**config.mk**
```make
export PLATFORM = sky130hd
export DESIGN_NAME = lspf_ctrl
export DESIGN_NICKNAME = d
export VERILOG_FILES = /design/src/rtl/lspf_pkg.sv /design/src/rtl/lspf_ctrl.sv
export SDC_FILE = /design/constraint.sdc
export NUM_CORES = 1
export LEC_CHECK = 0
export BUFFER_PORTS_ARGS = -buffer_cell sky130_fd_sc_hd__clkbuf_2
export CORE_MARGIN = 4
export CORE_UTILIZATION = 32
export CTS_CLUSTER_DIAMETER = 120
export DETAILED_ROUTE_END_ITERATION = 10
export PLACE_DENSITY_LB_ADDON = 0.1
export REMOVE_ABC_BUFFERS = 1
export SYNTH_ARGS = -nofsm -noshare
export SYNTH_HDL_FRONTEND = slang
export SYNTH_SLANG_ARGS = --single-unit
```
**constraint.sdc**
```tcl
create_clock -name clock -period 7.7 [get_ports clock]
set_clock_uncertainty 0.05 [all_clocks]
set_input_delay 1.54 -clock clock [delete_from_list [all_inputs] [get_ports clock]]
set_output_delay 1.54 -clock clock [all_outputs]
set_load 0.05 [all_outputs]
```
**src/rtl/lspf_pkg.sv**
```systemverilog
// lspf_pkg: types, widths, register-file map and solve microprogram for the
// least-squares parabola fit. No dependencies; used by every rtl file.
`timescale 1ns / 1ps
package lspf_pkg;

   localparam int XW      = 12;
   localparam int YW      = 16;
   localparam int COEF_W  = 64;
   localparam int FRAC    = 24;
   // every intermediate of the exact solve fits in this signed width
   localparam int W       = 160;
   localparam int QW      = W + FRAC;
   localparam int SX_W    = 24;
   localparam int SX2_W   = 34;
   localparam int SX3_W   = 45;
   localparam int SX4_W   = 56;
   localparam int SY_W    = 27;
   localparam int SXY_W   = 38;
   localparam int SX2Y_W  = 49;
   localparam int RA_W    = 5;

   // register file map
   localparam logic [RA_W-1:0] R_N    = 5'd0;
   localparam logic [RA_W-1:0] R_SX   = 5'd1;
   localparam logic [RA_W-1:0] R_SX2  = 5'd2;
   localparam logic [RA_W-1:0] R_SX3  = 5'd3;
   localparam logic [RA_W-1:0] R_SX4  = 5'd4;
   localparam logic [RA_W-1:0] R_SY   = 5'd5;
   localparam logic [RA_W-1:0] R_SXY  = 5'd6;
   localparam logic [RA_W-1:0] R_SX2Y = 5'd7;
   localparam logic [RA_W-1:0] R_ONE  = 5'd8;
   localparam logic [RA_W-1:0] R_DET  = 5'd9;
   localparam logic [RA_W-1:0] R_P3   = 5'd10;
   localparam logic [RA_W-1:0] R_P4   = 5'd11;
   localparam logic [RA_W-1:0] R_P5   = 5'd12;
   localparam logic [RA_W-1:0] R_A00  = 5'd13;
   localparam logic [RA_W-1:0] R_A11  = 5'd14;
   localparam logic [RA_W-1:0] R_A22  = 5'd15;
   localparam logic [RA_W-1:0] R_T    = 5'd16;
   localparam logic [RA_W-1:0] R_C0   = 5'd17;
   localparam logic [RA_W-1:0] R_C1   = 5'd18;
   localparam logic [RA_W-1:0] R_C2   = 5'd19;
   // coefficient slots for divide results
   localparam logic [RA_W-1:0] K_CONST  = 5'd0;
   localparam logic [RA_W-1:0] K_LINEAR = 5'd1;
   localparam logic [RA_W-1:0] K_SQUARE = 5'd2;

   typedef enum logic [2:0] {
      OP_LOAD, OP_STORE, OP_SET, OP_MADD, OP_MSUB, OP_DIV, OP_CHECK, OP_END
   } op_type;

   typedef enum logic [1:0] {
      FIT_OK, FIT_TOO_FEW, FIT_SINGULAR, FIT_OVERFLOW
   } fit_status_type;

   typedef struct packed {
      op_type          op;
      logic [RA_W-1:0] ra;
      logic [RA_W-1:0] rb;
      logic [RA_W-1:0] rd;
   } ucode_type;

   typedef struct packed {
      logic            start;
      op_type          op;
      logic [RA_W-1:0] ra;
      logic [RA_W-1:0] rb;
      logic [RA_W-1:0] rd;
      logic            clear_sums;
      logic            clear_coef;
   } cmd_type;

   typedef struct packed {
      logic busy;
      logic pipe_empty;
      logic too_few;
      logic overflow;
      logic acc_zero;
   } stat_type;

   localparam int UCODE_LEN = 69;
   localparam int PC_W      = 7;

   // acc ops: SET acc=a*b, MADD acc+=a*b, MSUB acc-=a*b; b is the multiplier
   localparam ucode_type UCODE [UCODE_LEN] = '{
      '{OP_LOAD,  R_N,   R_N,    R_N},
      '{OP_LOAD,  R_N,   R_N,    R_SX},
      '{OP_LOAD,  R_N,   R_N,    R_SX2},
      '{OP_LOAD,  R_N,   R_N,    R_SX3},
      '{OP_LOAD,  R_N,   R_N,    R_SX4},
      '{OP_LOAD,  R_N,   R_N,    R_SY},
      '{OP_LOAD,  R_N,   R_N,    R_SXY},
      '{OP_LOAD,  R_N,   R_N,    R_SX2Y},
      '{OP_LOAD,  R_N,   R_N,    R_ONE},
      // determinant
      '{OP_SET,   R_SX2, R_N,    R_N},
      '{OP_STORE, R_N,   R_N,    R_T},
      '{OP_SET,   R_SX4, R_T,    R_N},
      '{OP_STORE, R_N,   R_N,    R_DET},
      '{OP_SET,   R_SX2, R_SX,   R_N},
      '{OP_STORE, R_N,   R_N,    R_T},
      '{OP_SET,   R_SX3, R_T,    R_N},
      '{OP_MADD,  R_SX3, R_T,    R_N},
      '{OP_MADD,  R_DET, R_ONE,  R_N},
      '{OP_STORE, R_N,   R_N,    R_DET},
      '{OP_SET,   R_SX3, R_N,    R_N},
      '{OP_STORE, R_N,   R_N,    R_T},
      '{OP_SET,   R_DET, R_ONE,  R_N},
      '{OP_MSUB,  R_SX3, R_T,    R_N},
      '{OP_STORE, R_N,   R_N,    R_DET},
      '{OP_SET,   R_SX,  R_SX,   R_N},
      '{OP_STORE, R_N,   R_N,    R_T},
      '{OP_SET,   R_DET, R_ONE,  R_N},
      '{OP_MSUB,  R_SX4, R_T,    R_N},
      '{OP_STORE, R_N,   R_N,    R_DET},
      '{OP_SET,   R_SX2, R_SX2,  R_N},
      '{OP_STORE, R_N,   R_N,    R_T},
      '{OP_SET,   R_DET, R_ONE,  R_N},
      '{OP_MSUB,  R_SX2, R_T,    R_N},
      '{OP_STORE, R_N,   R_N,    R_DET},
      '{OP_CHECK, R_N,   R_N,    R_N},
      // cofactors
      '{OP_SET,   R_SX2, R_SX,   R_N},
      '{OP_MSUB,  R_SX3, R_N,    R_N},
      '{OP_STORE, R_N,   R_N,    R_P3},
      '{OP_SET,   R_SX3, R_SX,   R_N},
      '{OP_MSUB,  R_SX2, R_SX2,  R_N},
      '{OP_STORE, R_N,   R_N,    R_P4},
      '{OP_SET,   R_SX3, R_SX2,  R_N},
      '{OP_MSUB,  R_SX4, R_SX,   R_N},
      '{OP_STORE, R_N,   R_N,    R_P5},
      '{OP_SET,   R_SX4, R_SX2,  R_N},
      '{OP_MSUB,  R_SX3, R_SX3,  R_N},
      '{OP_STORE, R_N,   R_N,    R_A00},
      '{OP_SET,   R_SX4, R_N,    R_N},
      '{OP_MSUB,  R_SX2, R_SX2,  R_N},
      '{OP_STORE, R_N,   R_N,    R_A11},
      '{OP_SET,   R_SX2, R_N,    R_N},
      '{OP_MSUB,  R_SX,  R_SX,   R_N},
      '{OP_STORE, R_N,   R_N,    R_A22},
      // numerators
      '{OP_SET,   R_A00, R_SY,   R_N},
      '{OP_MADD,  R_P5,  R_SXY,  R_N},
      '{OP_MADD,  R_P4,  R_SX2Y, R_N},
      '{OP_STORE, R_N,   R_N,    R_C0},
      '{OP_SET,   R_P5,  R_SY,   R_N},
      '{OP_MADD,  R_A11, R_SXY,  R_N},
      '{OP_MADD,  R_P3,  R_SX2Y, R_N},
      '{OP_STORE, R_N,   R_N,    R_C1},
      '{OP_SET,   R_P4,  R_SY,   R_N},
      '{OP_MADD,  R_P3,  R_SXY,  R_N},
      '{OP_MADD,  R_A22, R_SX2Y, R_N},
      '{OP_STORE, R_N,   R_N,    R_C2},
      '{OP_DIV,   R_C0,  R_DET,  K_CONST},
      '{OP_DIV,   R_C1,  R_DET,  K_LINEAR},
      '{OP_DIV,   R_C2,  R_DET,  K_SQUARE},
      '{OP_END,   R_N,   R_N,    R_N}
   };

endpackage

```
**src/rtl/lspf_ctrl.sv**
```systemverilog
// lspf_ctrl: controller of the parabola fit - point intake, drain, solve
// microprogram sequencing and result handshake. Depends on lspf_pkg.
`timescale 1ns / 1ps
module lspf_ctrl (
   input  logic                       clock,
   input  logic                       reset,
   input  logic                       pt_accept,
   input  logic                       pt_last,
   input  logic                       rsp_ready,
   input  lspf_pkg::stat_type         stat,
   output lspf_pkg::cmd_type          cmd,
   output logic                       pt_ready,
   output logic                       rsp_valid,
   output lspf_pkg::fit_status_type   fit_status
);
   typedef enum logic [2:0] {
      S_ACCUM, S_DRAIN, S_ISSUE, S_WAIT, S_OUT
   } state_type;

   state_type                      state_ff;
   logic [lspf_pkg::PC_W-1:0]      pc_ff;
   lspf_pkg::fit_status_type       status_ff;
   lspf_pkg::ucode_type            uc;

   assign uc = lspf_pkg::UCODE[pc_ff];

   always_comb begin
      cmd            = '0;
      cmd.op         = uc.op;
      cmd.ra         = uc.ra;
      cmd.rb         = uc.rb;
      cmd.rd         = uc.rd;
      cmd.start      = (state_ff == S_ISSUE);
      cmd.clear_coef = (state_ff == S_DRAIN) && stat.pipe_empty;
      cmd.clear_sums = (state_ff == S_OUT) && rsp_ready;
   end

   always_ff @(posedge clock) begin
      if (reset) begin
         state_ff  <= S_ACCUM;
         pc_ff     <= '0;
         status_ff <= lspf_pkg::FIT_OK;
      end else begin
         case (state_ff)
            S_ACCUM: begin
               if (pt_accept && pt_last) begin
                  state_ff <= S_DRAIN;
               end
            end
            S_DRAIN: begin
               if (stat.pipe_empty) begin
                  if (stat.too_few) begin
                     status_ff <= lspf_pkg::FIT_TOO_FEW;
                     state_ff  <= S_OUT;
                  end else begin
                     pc_ff    <= '0;
                     state_ff <= S_ISSUE;
                  end
               end
            end
            S_ISSUE: begin
               case (uc.op)
                  lspf_pkg::OP_CHECK: begin
                     if (stat.acc_zero) begin
                        status_ff <= lspf_pkg::FIT_SINGULAR;
                        state_ff  <= S_OUT;
                     end else begin
                        pc_ff <= pc_ff + 1'b1;
                     end
                  end
                  lspf_pkg::OP_END: begin
                     status_ff <= stat.overflow ? lspf_pkg::FIT_OVERFLOW : lspf_pkg::FIT_OK;
                     state_ff  <= S_OUT;
                  end
                  default: state_ff <= S_WAIT;
               endcase
            end
            S_WAIT: begin
               if (!stat.busy) begin
                  pc_ff    <= pc_ff + 1'b1;
                  state_ff <= S_ISSUE;
               end
            end
            S_OUT: begin
               if (rsp_ready) begin
                  state_ff <= S_ACCUM;
               end
            end
            default: state_ff <= S_ACCUM;
         endcase
      end
   end

   assign pt_ready   = (state_ff == S_ACCUM);
   assign rsp_valid  = (state_ff == S_OUT);
   assign fit_status = status_ff;

endmodule

```
# Yosys cells after proc, flatten, opt, wreduce, memory -nomap -nowiden
# Memory sizes are Yosys's and may differ from the RTL's.
# Index checks and enable logic that the tools add are counted.
# classes
addsub	1
n_lt_le_gt_ge	1
eq_ne	16
n_mux	22
n_bitwise	1
reduce_logical	9
# op_table
op	n
2-to-1 mux 18 bit	2
2-to-1 mux 7 bit	5
one-hot mux 7 bit (3 select lines)	1
2-to-1 mux 3 bit	6
one-hot mux 3 bit (5 select lines)	1
!= test 2 bit (second input constant)	6
AND reduction 5 bit	2
== test 3 bit (second input constant)	3
greater-or-equal comparator 8 bit (second input constant)	1
2-to-1 mux 2 bit	4
inverter 7 -> 8 bit	1
one-hot mux 2 bit (2 select lines)	2
adder 7 x 1 -> 7 bit (second input constant)	1
== test 3 x 2 -> 1 bit (second input constant)	2
one-hot mux 3 bit (2 select lines)	1
AND reduction 6 bit	1
!= test 2 x 1 -> 1 bit (second input constant)	2
== test 3 x 1 -> 1 bit (second input constant)	1
logical AND 1 bit	3
logical NOT 3 bit	1
!= test 3 x 1 -> 1 bit (second input constant)	1
!= test 3 bit (second input constant)	1
nonzero test 3 bit	1
nonzero test 2 bit	1
# word_totals
ff_bits	12
romBits	2304
input_bits	10
output_inout_bits	25
elab_cells	54
memories	1
# memory_table
name	depth	width	rd	rd_ports_with_merged_regs	write_ports	line	text
(name not given)	128	18	1	0	0	lspf_ctrl.sv:25	assign uc = lspf_pkg::UCODE[pc_ff];

# Depth between registers and ports, before layout
# logic_depth
depth_word	7
ltp_mapped	10
mapped_depth_nobuf	9

# Worst setup path before layout
# Ideal clock, no wire load.
# synth_path
path_type	flip-flop to output port
start	register pc_ff[0] in the netlist's numbering
end	output port cmd[15] in the netlist's numbering
arrival_time_ps	3184
required_time_ps	6110
slack_ps	2926
stages_incl_launch_ff	6
n_path_buf	1
cell_sequence	dfxtp_1 -> inv_1 -> ha_1 -> clkbuf_1 -> nor4_1 -> or2_2
# synth_rtl
item	line	text
from (decl)	lspf_ctrl.sv:21	logic [lspf_pkg::PC_W-1:0] pc_ff;
from (signal assigned)	lspf_ctrl.sv:68	pc_ff <= pc_ff + 1'b1;
from (signal assigned)	lspf_ctrl.sv:80	pc_ff <= pc_ff + 1'b1;
to (decl)	lspf_ctrl.sv:11	output lspf_pkg::cmd_type cmd,

==> results.md <==
- The flow ran to the end, and the final reports show no timing, DRC or antenna violations.
- The residual overflow from global routing is 0.
- STA classifies the critical path startpoint as a flip-flop.
- The width of the die is between 80 and 90 um.
- Of the post-synthesis cell area, the dominant cell type holds 0.126.
- The number of global-route vias before repair is 2032.
- The most used flip-flop cell after synthesis is sky130_fd_sc_hd__dfxtp_1.
- Once routing completed, OpenROAD measured the worst setup slack at 3.14 ns.
- The worst slack after detailed placement is 3.43 ns.
- The initial antenna violation count came to 0.
- The mapped netlist covers 1910 um2.
- The final-report max-slew violation count was 0.
- Clock tree synthesis selected as its root buffer the cell sky130_fd_sc_hd__clkbuf_8.
- The clock sink count is 12.
- The clock slew at the register clock pins of the worst setup and hold paths is 0.06 ns.
- The maximum number of pins on one net before global-route repair is 46.
- The starting utilization of the core area is 0.338.
- The tool flagged a number of max-cap violations equal to 0.
- The core outline area is 5640 um2.
- The post-detailed-routing wire length is 6300 um.
- The weighted congestion reported at the end of routability-driven placement is 0.862.
- In this run the static leakage power is 0.853 nW.
- The worst register-to-register path begins at pc_ff[0].
- The number of setup violations in the final report is 0.
- TritonCTS built the clock tree.
- Summed over all failing endpoints, the final setup total negative slack is 0 ns.
- The die extent in y is 85.2 um.
- In this run the remaining antenna-violating nets after routing total 0.
- The number of cells in the finished layout apart from fillers is 378.
- Setup repair after global routing left no endpoint under its margin.
- In this run, post-CTS repair resized a total of 0 instances.
- Buffers added to address setup during post-CTS repair amount to 0.
- The smallest clock period supported by the final layout is computed as 4.56 ns.
- Dividing total power by cell area gives a power density of 86.4 nW/um2.
- The number of nets in the layout is roughly 330.
- Yosys printed 0 warnings.
- The per-cell routed wire length is 16.7 um.
- For this design, the CTS-stage hold fixing added 0 buffers.
- The initial DRC count is 307.
- The largest area contributor in the netlist is sky130_fd_sc_hd__dfxtp_1.
- The share of synthesized registers carrying an async set or reset is 0.
- Final hold analysis gives a worst-case slack of about 0.46 ns.
- The worst pin sits at a relative slew slack of 0.461.
- The critical path is of the reg -> out type.
- For this run, the total global-route usage over all layers was measured as 0.174.
- Buffers placed on the I/O ports in this run total 34.
- The first global-routing pass estimated 10400 um of wire.
- The cell count after synthesis came out at 291.
- For this run, the register share of the synthesized area comes to 0.126.
- The most critical setup path has its startpoint at pc_ff[0].
- The slew at the pin closest to its max-slew limit is around 0.81 ns.
- The number of antenna cells inserted is 0.
- For this run, the detailed router's first-pass iteration total came to 5.
- During I/O placement, the number of pins put on the boundary was 35.
- Clock latency on the worst-skew pair, taken at its later pin, is 0.24 ns.
- The per-instance average area after synthesis is about 6.6 um2.
- In this run, synthesis produced a sequential element count of 12.
- The routed layout has 2205 vias.
- Of all nets on the critical path, the largest fanout is 12.
- Summing internal, switching and leakage power gives 0.184 mW.
- In the final layout, the share of cells above drive strength 1 is 0.180.
- The number of buffers created by CTS is 3.
- IR analysis of the VDD net gives a maximum drop of 41.1 uV.
- In this run the deepest clock path goes through 2 buffers.
- For this run, design rule violations remaining after detail routing come to 0.
- The type of element capturing the critical path is a primary output.
- Data arrives at the worst endpoint at slightly below 3 ns.
- The post-route fraction of the period consumed by the critical path is 0.592.
- Yosys attributes the largest share of cell area to sky130_fd_sc_hd__dfxtp_1 (13%), sky130_fd_sc_hd__a21oi_1 (8.9%), sky130_fd_sc_hd__ha_1 (7.9%).
- The number of fill cells is 623.
- The sum of net half-perimeters after detailed placement is 4490 um.
- The top cell types in the final layout, fill and taps aside, are sky130_fd_sc_hd__a21oi_1 (34), sky130_fd_sc_hd__clkbuf_2 (34), sky130_fd_sc_hd__nand2_1 (30).
- The number of cells after detailed placement is ~370.
- The number of distinct standard cells referenced by the synthesized netlist is 59.
- Static timing analysis puts the maximum clock frequency at 219 MHz.
- The area growth from synthesis to layout is 11.5%.
- The final number of hold-violating endpoints is 0.
- In this run the core area contains 27 standard-cell rows.
- The start point of the worst min-delay path is fit_status[1].
- The number of flops mapped to enable cells by yosys is 0.
- The critical path required time is around 6 ns.
- After detailed routing, the number of vias per cell comes to 5.83.
- The H-tree depth is 1.
- The area of the die is 7260 um2.
- The class of the tightest hold or removal check is reg -> reg.
metal layers:
layer / track usage / share of wire
met2: 0.249 / 0.45
met3: 0.0437 / 0.063
met1: 0.255 / 0.48
met4: 0.0504 / 0.0094
met5: 0 / 0
through the flow:
step	cell area, um2	util
3_3_place_gp	2070	0.367
2_1_floorplan	1780	-
5_1_grt	2130	0.377
3_5_place_dp	2070	0.367
6_report	2130	0.377
4_1_cts	2130	0.377
where the power goes:
part           total, mW  internal, mW  switching, mW  leakage (nW)
combinational     0.0445        0.0150         0.0295         0.728
clock             0.0713        0.0453         0.0260        0.0288
sequential        0.0681        0.0637        0.00439        0.0970
registers in the layout, summed over array words and instances (netlist names):
signal and flops:
fit_status 2, pc_ff 7, state_ff 3
logic make-up (layout without fill, tap and decap cells):
group,after synthesis,in the layout,share of synthesized area
simple gates,124,124,0.331
compound gates,104,104,0.357
buf+inv,34,49,0.0794
fa+ha+maj,12,12,0.0787
flops,12,12,0.126
mux,5,5,0.0276
path summary, 6_finish.rpt:
path / slack, ns / cells past startpoint / to
max reg2reg: 4.14 / 9 / pc_ff[3]
min: 0.46 / 2 / fit_status[1]
max: 3.14 / 8 / cmd[19]
min reg2reg: 0.46 / 2 / fit_status[1]
cell type report:
| type | count | area, um2 | area share |
|---|---|---|---|
| multi-input cells | 245 | 1520 | 0.712 |
| flip-flops and latches | 12 | 240 | 0.113 |
| repair buffers | 38 | 200 | 0.0941 |
| well taps | 72 | 90.1 | 0.0424 |
| clock buffers | 4 | 55.1 | 0.0259 |
| inverters | 7 | 26.3 | 0.0124 |
cells in the mapped netlist (2+ instances only):
| cell type | count |
|---|---|
| sky130_fd_sc_hd__o31ai_1 | 3 |
| sky130_fd_sc_hd__mux2i_1 | 3 |
| sky130_fd_sc_hd__nand3_1 | 9 |
| sky130_fd_sc_hd__mux2_2 | 2 |
| sky130_fd_sc_hd__nor2b_1 | 11 |
| sky130_fd_sc_hd__nand2_1 | 30 |
| sky130_fd_sc_hd__a2111oi_0 | 2 |
| sky130_fd_sc_hd__o211ai_1 | 2 |
| sky130_fd_sc_hd__ha_1 | 12 |
| sky130_fd_sc_hd__buf_4 | 3 |
| sky130_fd_sc_hd__a311oi_1 | 3 |
| sky130_fd_sc_hd__o21bai_1 | 2 |
| sky130_fd_sc_hd__o31a_1 | 2 |
| sky130_fd_sc_hd__nor3_1 | 9 |
| sky130_fd_sc_hd__a31oi_1 | 6 |
| sky130_fd_sc_hd__a32oi_1 | 2 |
| sky130_fd_sc_hd__a21o_1 | 5 |
| sky130_fd_sc_hd__buf_1 | 5 |
| sky130_fd_sc_hd__inv_1 | 6 |
| sky130_fd_sc_hd__a2111o_1 | 2 |
| sky130_fd_sc_hd__a21oi_1 | 34 |
| sky130_fd_sc_hd__dfxtp_1 | 12 |
| sky130_fd_sc_hd__clkbuf_1 | 14 |
| sky130_fd_sc_hd__or4_1 | 3 |
| sky130_fd_sc_hd__a211oi_1 | 5 |
| sky130_fd_sc_hd__a31o_2 | 2 |
| sky130_fd_sc_hd__nand2b_1 | 12 |
| sky130_fd_sc_hd__buf_2 | 4 |
| sky130_fd_sc_hd__o21ai_0 | 20 |
| sky130_fd_sc_hd__nor4b_1 | 2 |
| sky130_fd_sc_hd__nand2_2 | 2 |
| sky130_fd_sc_hd__nand4_1 | 2 |
| sky130_fd_sc_hd__nand3b_1 | 2 |
| sky130_fd_sc_hd__o221ai_1 | 2 |
| sky130_fd_sc_hd__nor2_1 | 29 |
| sky130_fd_sc_hd__or2_2 | 3 |
| sky130_fd_sc_hd__and2_1 | 2 |
worst max-delay path, cell delays in order, from the launching register on:
cell and delay (ns):
sky130_fd_sc_hd__dfxtp_1 0.59, sky130_fd_sc_hd__inv_1 0.26, sky130_fd_sc_hd__ha_1 0.54, sky130_fd_sc_hd__nor2_1 0.06
sky130_fd_sc_hd__o21ai_0 0.17, sky130_fd_sc_hd__a211oi_1 0.09, sky130_fd_sc_hd__a311oi_1 0.65, sky130_fd_sc_hd__a21oi_1 0.09
sky130_fd_sc_hd__clkbuf_2 0.28
Power figures use the tool's default switching activity.
